==> src/hw/rtl/pma_pkg.sv <==
// Shared constants, codes and controller/datapath interface types for the polynomial block.
package pma_pkg;

  localparam int MAX_EXP    = 1023;
  localparam int SRC_DEPTH  = MAX_EXP + 1;
  localparam int PROD_DEPTH = 2 * MAX_EXP + 1;
  localparam int EXP_W      = 10;
  localparam int PEXP_W     = 11;
  localparam int COEF_W     = 16;
  localparam int MUL_W      = 2 * COEF_W;
  localparam int ACC_W      = 48;
  localparam int ACTION_W   = 3;
  localparam int PHASE_W    = 2;

  // Item action codes
  localparam logic [ACTION_W-1:0] ACT_CLEAR   = 3'd0;
  localparam logic [ACTION_W-1:0] ACT_LOAD_A  = 3'd1;
  localparam logic [ACTION_W-1:0] ACT_LOAD_B  = 3'd2;
  localparam logic [ACTION_W-1:0] ACT_COMPUTE = 3'd3;
  localparam logic [ACTION_W-1:0] ACT_EMIT    = 3'd4;

  // Emission phases
  localparam logic [PHASE_W-1:0] PH_PROD = 2'd0;
  localparam logic [PHASE_W-1:0] PH_SUM  = 2'd1;
  localparam logic [PHASE_W-1:0] PH_DONE = 2'd2;

  typedef enum logic [3:0] {
    ST_CLR,
    ST_IDLE,
    ST_PCLR,
    ST_A_RD,
    ST_A_CHK,
    ST_B_RD,
    ST_B_CHK,
    ST_B_WR,
    ST_E_RD,
    ST_E_CHK,
    ST_E_OUT
  } state_t;

  typedef struct packed {
    logic clr_all;
    logic clr_prod;
    logic cur_init;
    logic restart;
    logic load_a;
    logic load_b;
    logic i_init;
    logic i_inc;
    logic j_init;
    logic j_inc;
    logic a_rd;
    logic b_rd;
    logic mul;
    logic p_wr;
    logic emit_init;
    logic e_rd;
    logic e_chk;
    logic e_out;
  } cmd_t;

  typedef struct packed {
    logic cur_last;
    logic a_zero;
    logic b_zero;
    logic i_last;
    logic j_last;
    logic phase_done;
    logic go_out;
    logic out_free;
  } sts_t;

endpackage

==> src/hw/rtl/pma_ctrl.sv <==
// Controller state machine: sequences clear sweeps, the product loop and the emit scan.
module pma_ctrl (
  input  logic                          clk,
  input  logic                          rst_n,
  input  logic                          in_valid,
  input  logic [pma_pkg::ACTION_W-1:0]  in_action,
  input  pma_pkg::sts_t                 sts_i,
  output pma_pkg::cmd_t                 cmd_o,
  output logic                          in_stall
);

  pma_pkg::state_t state_r, state_nxt;
  logic            accept;

  assign in_stall = (state_r != pma_pkg::ST_IDLE);
  assign accept   = in_valid && !in_stall;

  always_ff @(posedge clk) begin
    if (!rst_n) begin
      state_r <= pma_pkg::ST_CLR;
    end else begin
      state_r <= state_nxt;
    end
  end

  // Next state
  always_comb begin
    state_nxt = state_r;
    unique case (state_r)
      pma_pkg::ST_CLR: begin
        if (sts_i.cur_last) state_nxt = pma_pkg::ST_IDLE;
      end
      pma_pkg::ST_IDLE: begin
        if (accept) begin
          unique case (in_action)
            pma_pkg::ACT_CLEAR:   state_nxt = pma_pkg::ST_CLR;
            pma_pkg::ACT_COMPUTE: state_nxt = pma_pkg::ST_PCLR;
            pma_pkg::ACT_EMIT: begin
              if (!sts_i.phase_done) state_nxt = pma_pkg::ST_E_RD;
            end
            default: state_nxt = pma_pkg::ST_IDLE;
          endcase
        end
      end
      pma_pkg::ST_PCLR: begin
        if (sts_i.cur_last) state_nxt = pma_pkg::ST_A_RD;
      end
      pma_pkg::ST_A_RD:  state_nxt = pma_pkg::ST_A_CHK;
      pma_pkg::ST_A_CHK: begin
        if (!sts_i.a_zero)     state_nxt = pma_pkg::ST_B_RD;
        else if (sts_i.i_last) state_nxt = pma_pkg::ST_IDLE;
        else                   state_nxt = pma_pkg::ST_A_RD;
      end
      pma_pkg::ST_B_RD:  state_nxt = pma_pkg::ST_B_CHK;
      pma_pkg::ST_B_CHK, pma_pkg::ST_B_WR: begin
        if (state_r == pma_pkg::ST_B_CHK && !sts_i.b_zero) state_nxt = pma_pkg::ST_B_WR;
        else if (!sts_i.j_last) state_nxt = pma_pkg::ST_B_RD;
        else if (sts_i.i_last)  state_nxt = pma_pkg::ST_IDLE;
        else                    state_nxt = pma_pkg::ST_A_RD;
      end
      pma_pkg::ST_E_RD:  state_nxt = pma_pkg::ST_E_CHK;
      pma_pkg::ST_E_CHK: begin
        state_nxt = sts_i.go_out ? pma_pkg::ST_E_OUT : pma_pkg::ST_E_RD;
      end
      pma_pkg::ST_E_OUT: begin
        if (sts_i.out_free) state_nxt = pma_pkg::ST_IDLE;
      end
      default: state_nxt = pma_pkg::ST_IDLE;
    endcase
  end

  // Commands
  always_comb begin
    cmd_o = '0;
    unique case (state_r)
      pma_pkg::ST_CLR: cmd_o.clr_all = 1'b1;
      pma_pkg::ST_IDLE: begin
        if (accept) begin
          unique case (in_action)
            pma_pkg::ACT_CLEAR, pma_pkg::ACT_COMPUTE: begin
              cmd_o.cur_init = 1'b1;
              cmd_o.restart  = 1'b1;
            end
            pma_pkg::ACT_LOAD_A: cmd_o.load_a    = 1'b1;
            pma_pkg::ACT_LOAD_B: cmd_o.load_b    = 1'b1;
            pma_pkg::ACT_EMIT:   cmd_o.emit_init = 1'b1;
            default: ;
          endcase
        end
      end
      pma_pkg::ST_PCLR: begin
        cmd_o.clr_prod = 1'b1;
        cmd_o.i_init   = sts_i.cur_last;
      end
      pma_pkg::ST_A_RD: cmd_o.a_rd = 1'b1;
      pma_pkg::ST_A_CHK: begin
        cmd_o.j_init = !sts_i.a_zero;
        cmd_o.i_inc  = sts_i.a_zero && !sts_i.i_last;
      end
      pma_pkg::ST_B_RD: cmd_o.b_rd = 1'b1;
      pma_pkg::ST_B_CHK, pma_pkg::ST_B_WR: begin
        if (state_r == pma_pkg::ST_B_CHK && !sts_i.b_zero) begin
          cmd_o.mul = 1'b1;
        end else begin
          cmd_o.p_wr  = (state_r == pma_pkg::ST_B_WR);
          cmd_o.j_inc = !sts_i.j_last;
          cmd_o.i_inc = sts_i.j_last && !sts_i.i_last;
        end
      end
      pma_pkg::ST_E_RD:  cmd_o.e_rd  = 1'b1;
      pma_pkg::ST_E_CHK: cmd_o.e_chk = 1'b1;
      pma_pkg::ST_E_OUT: cmd_o.e_out = sts_i.out_free;
      default: ;
    endcase
  end

endmodule

==> config.mk <==
export PLATFORM = sky130hd
export DESIGN_NAME = pma_ctrl
export DESIGN_NICKNAME = d
export VERILOG_FILES = /design/src/hw/rtl/pma_pkg.sv /design/src/hw/rtl/pma_ctrl.sv
export SDC_FILE = /design/constraint.sdc
export NUM_CORES = 1
export LEC_CHECK = 0
export ABC_AREA = 1
export BUFFER_PORTS_ARGS = -buffer_cell sky130_fd_sc_hd__buf_2
export CAP_MARGIN = 20
export CORE_MARGIN = 2
export CORE_UTILIZATION = 30
export CTS_BUF_LIST = sky130_fd_sc_hd__clkbuf_16
export CTS_CLUSTER_DIAMETER = 150
export DETAILED_ROUTE_END_ITERATION = 8
export SYNTH_ARGS = -nofsm -noshare
export SYNTH_HDL_FRONTEND = slang
export SYNTH_SLANG_ARGS = --single-unit
==> constraint.sdc <==
create_clock -name clk -period 1.56 [get_ports clk]
set_input_delay 0.156 -clock clk [delete_from_list [all_inputs] [get_ports clk]]
set_output_delay 0.156 -clock clk [all_outputs]
set_load 0.02 [all_outputs]
Word-level counts from Yosys, hierarchy flattened
Cells that the tools add are included.
{"block": "totals", "reg_bits": 4, "latch_bits": 0, "mem_bits_rw": 0, "romBits": 0, "inputBits": 14, "out_inout_bits": 19, "elab_cells": 71, "n_memories": 0}
{"block": "classes", "add_sub_neg": 0, "multipliers": 0, "div": 0, "n_lt_le_gt_ge": 0, "n_eq_ne": 20, "shift": 0, "n_mux": 36, "bitwise": 0, "reduce_logical": 14}
{"op": "case mux 4 bit (10 select lines)", "count": 1}
{"op": "two-way mux 4 bit", "count": 7}
{"op": "two-way mux 1 bit", "count": 19}
{"op": "equality test 4 x 3 -> 1 bit (second input constant)", "count": 4}
{"op": "equality test 4 bit (second input constant)", "count": 3}
{"op": "case mux 4 bit (3 select lines)", "count": 1}
{"op": "two-way mux 3 bit", "count": 3}
{"op": "equality test 4 x 2 -> 1 bit (second input constant)", "count": 2}
{"op": "two-way mux 2 bit", "count": 4}
{"op": "inequality test 2 bit (second input constant)", "count": 4}
{"op": "equality test 3 x 2 -> 1 bit (second input constant)", "count": 2}
{"op": "logical NOT 1 bit", "count": 5}
{"op": "AND reduction 5 bit", "count": 1}
{"op": "equality test 4 x 1 -> 1 bit (second input constant)", "count": 1}
{"op": "logical AND 1 bit", "count": 4}
{"op": "logical NOT 4 bit", "count": 1}
{"op": "inequality test 4 x 1 -> 1 bit (second input constant)", "count": 1}
{"op": "OR reduction 2 bit", "count": 2}
{"op": "equality test 3 x 1 -> 1 bit (second input constant)", "count": 1}
{"op": "equality test 3 bit (second input constant)", "count": 1}
{"op": "logical NOT 3 bit", "count": 1}
{"op": "inequality test 3 bit (second input constant)", "count": 1}
{"op": "case mux 1 bit (2 select lines)", "count": 1}

Depth between registers and ports, before layout
{"block": "logic_depth", "ltp_word": 5, "ltp_mapped": 11, "depth_no_buf": 11}

Least setup slack after synthesis
OpenSTA, ideal clock, no wires.
{"block": "synth_path", "path_type": "reg2out", "startpoint": "register state_r[2]", "endpoint": "output cmd_o[15] (netlist bit)", "arrival_time_ns": 1.761, "required_ns": 1.404, "slack_ns": -0.357, "path_stages_with_launch": 7, "n_path_buf": 1, "path_cell_list": "dfxtp_1 nor2_1 nand2_2 inv_1 nand2_1 a211oi_1 buf_4"}
{"element": "start, declared", "line": "pma_ctrl.sv:12", "source": "pma_pkg::state_t state_r, state_nxt;"}
{"element": "start signal, assigned", "line": "pma_ctrl.sv:20", "source": "state_r <= pma_pkg::ST_CLR;"}
{"element": "start signal, assigned", "line": "pma_ctrl.sv:22", "source": "state_r <= state_nxt;"}
{"element": "end, declared", "line": "pma_ctrl.sv:8", "source": "output pma_pkg::cmd_t cmd_o,"}

==> metrics.txt <==
Fin. Hold Viols=0; P_int=a little over 0.5 mW; Top reg by flops=state_r; RSZ-0062 raised after global routing=true; Final period util=95.5%; CTS Hold Bufs=0; multiplexer share of the synthesized area=0%; clk_skew=2.13 ps; Worst Tran Pin Value=217 ps; chip height=between 40 and 50 um; Net Switching=0.194 mW; switching portion of total power=27.8%; wire per inst=9.69 um; synth warn=0; delay-heaviest family, CP=simple AND/OR/NAND/NOR gates; Yosys reg bits=4; clock root cell=clkbuf_16; Rel. slew slack=a little under nine tenths; Leak Pwr=0.492 nW; Worst Setup Start Kind=register; CTS H-tree lvls=1; first-pass iteration count of the detailed router=4; Clock Sinks=4; CP bufs+invs=3; Slowest cell on crit path=dfxtp_4; sequential element share of the synthesized area=16.7%; Compound-Gate Fraction of Synth Area=12.0%; post-synthesis simple-gate area fraction=54.0%; fin crit period=1490 ps; Area Growth Syn to Fin=69.2%; post-synth cell types=18; DRT antenna net count=0; Hold/Removal Path Class=primary input to register; Synth Area in XOR/XNOR=0%; CP Max Fanout=7; Max Cap Violations=0; initial drt markers=11; CP max stage delay=roughly 370 ps; data arrival time of the worst path=1330 ps; width of the chip=44.0 um; # diodes=0; worst-case clock buffer depth=2; Final #Nets=149; Core ar.=1510 um2; Final Max Slew Viols=0; vias per cell=4.79; GRT Overall Usage=roughly 16%; Gate power share=between 20% and 30%; kind of critical path=register to output pin; Routed WL=1440 um; Synth Cell Area=479 um2; # IOs=33; worst endpoint required time=1400 ps; Mapped Cells=96; vias=714; dpl cells=144; Inserted Clock Buffers=3; die area=1930 um2; largest family of logic cells by synthesized area=simple AND/OR/NAND/NOR gates; vias in the first global route=around 600; final std cells w/o fill=149; Clk pwr share=between 50% and 60%; global-route wire length before repair=2340 um; Final setup viols=0; biggest registers after layout=state_r x4; gr ovfl total=0; share of layout cells above drive strength 1=42.9%; syn_nets=110; Initial Util=31.8%; largest net degree at the start of global routing=8; status=finished clean; critical path endpoint category=output pin; Reg power frac=between 15 and 20%; CTS tree=yes; DRC Markers=0; Adder-Cell Fraction of Synth Area=0%; initial antenna violation count=0; critical-path cell list=inv_4 > nor2_4 > nand2_4 > inv_2 > nand2_2 > nor4_1 > buf_2; hpwl dp=1110 um; max reg flops=4; highest clock rate=0.671 GHz; pwr/cell area=859 nW/um2; FP Rows=14; gpl congestion=0.781; worst vdd ir=890 uV; worst skew pair latency=220 ps; Mean Syn Cell Area=4.99 um2; Clock transition at path regs=approximately 30 ps; setup TNS=0 ps; Util after Layout=53.8%; # port buffers=32
==> repair_timing <==
| item | in CTS | in global routing |
|---|---|---|
| buffers inserted | 1 | 1 |
| pin swaps | 2 | 3 |
| endpoints found under the setup margin | 7 | 5 |
| endpoints found under the hold margin | 0 | 0 |
| resized for setup | 16 | 6 |
==> metal layers <==
layer	GRT usage [%]	vias up	routed length, um
met4	3.64	0	4
met5	0	-	0
met2	27.4	18	725
met3	6.67	2	88
met1	18.8	315	625
li1	-	379	-
==> power groups by stage <==
stage               logic, mW  clock network [mW]  registers (mW)
floorplan               0.106                   0           0.117
global placement        0.158                   0           0.119
detailed placement      0.158                   0           0.119
CTS                     0.179               0.401           0.123
global route            0.200               0.411           0.123
finish                  0.181               0.394           0.122
==> path summary, 6_finish.rpt <==
check	start	to	slack, ps	depth (start not counted)
worst max-delay path	state_r[0]	cmd_o[13]	70	7
worst min-delay path	rst_n	state_r[3]	150	3
worst max register to register	state_r[1]	state_r[3]	300	9
worst min register to register	state_r[1]	state_r[1]	520	2
==> Yosys cell counts <==
cell / instances / area [um2]
nor2_2: 2 / 12.5
o21ai_0: 3 / 15.0
nand4_1: 1 / 6.26
nand2_1: 24 / 90.1
nor4_1: 2 / 12.5
inv_1: 18 / 67.6
nor3_1: 5 / 25.0
o21ai_1: 1 / 5.00
nand2_2: 1 / 6.26
o31ai_1: 1 / 7.51
buf_4: 1 / 7.51
dfxtp_1: 4 / 80.1
a211oi_1: 1 / 7.51
nor2_1: 19 / 71.3
a21oi_1: 3 / 15.0
inv_2: 2 / 7.51
nand3_1: 7 / 35.0
o211ai_1: 1 / 7.51
==> cells by family after synthesis <==
logic type	count (synthesis)
and+or+nand+nor	61
AOI/OAI and AO/OA	10
buffers and inverters	21
DFF	4
==> area by class of cell <==
type	instances	area, um2
well taps	16	20.0
multi-input cells	71	360
inverters	20	77.6
flip-flops and latches	4	90.1
repair buffers	35	188
clock buffers	3	75.1
fillers	161	696
==> through the flow <==
step | setup slack (ps) | hold WS, ps | power (mW) | area (um2)
detailed placement | 92.7 | 377 | 0.277 | 664
global route | -8.78 | 181 | 0.735 | 811
global placement | 61.3 | 378 | 0.277 | 664
floorplan | -154 | 254 | 0.223 | 484
finish | 69.9 | 152 | 0.697 | 811
CTS | 7.37 | 149 | 0.702 | 785
==> tightest hold or removal path, cell delays in order <==
cell and delay, ps:
buf_2 100, nand2_1 50, inv_1 40
==> layout by cell type, fill, tap and decap left out, drive strengths merged <==
| cell type | synthesis | routed |
|---|---|---|
| dfxtp | 4 | 4 |
| nor2 | 21 | 21 |
| nand3 | 7 | 7 |
| nor3 | 5 | 5 |
| o31ai | 1 | 1 |
| o211ai | 1 | 1 |
| nand2 | 25 | 25 |
| a211oi | 1 | 1 |
| nand4 | 1 | 1 |
| clkbuf | 0 | 3 |
| nor4 | 2 | 2 |
| a21oi | 3 | 3 |
| buf | 1 | 35 |
| o21ai | 4 | 4 |
| inv | 20 | 20 |
Power figures use the tool's default switching activity.
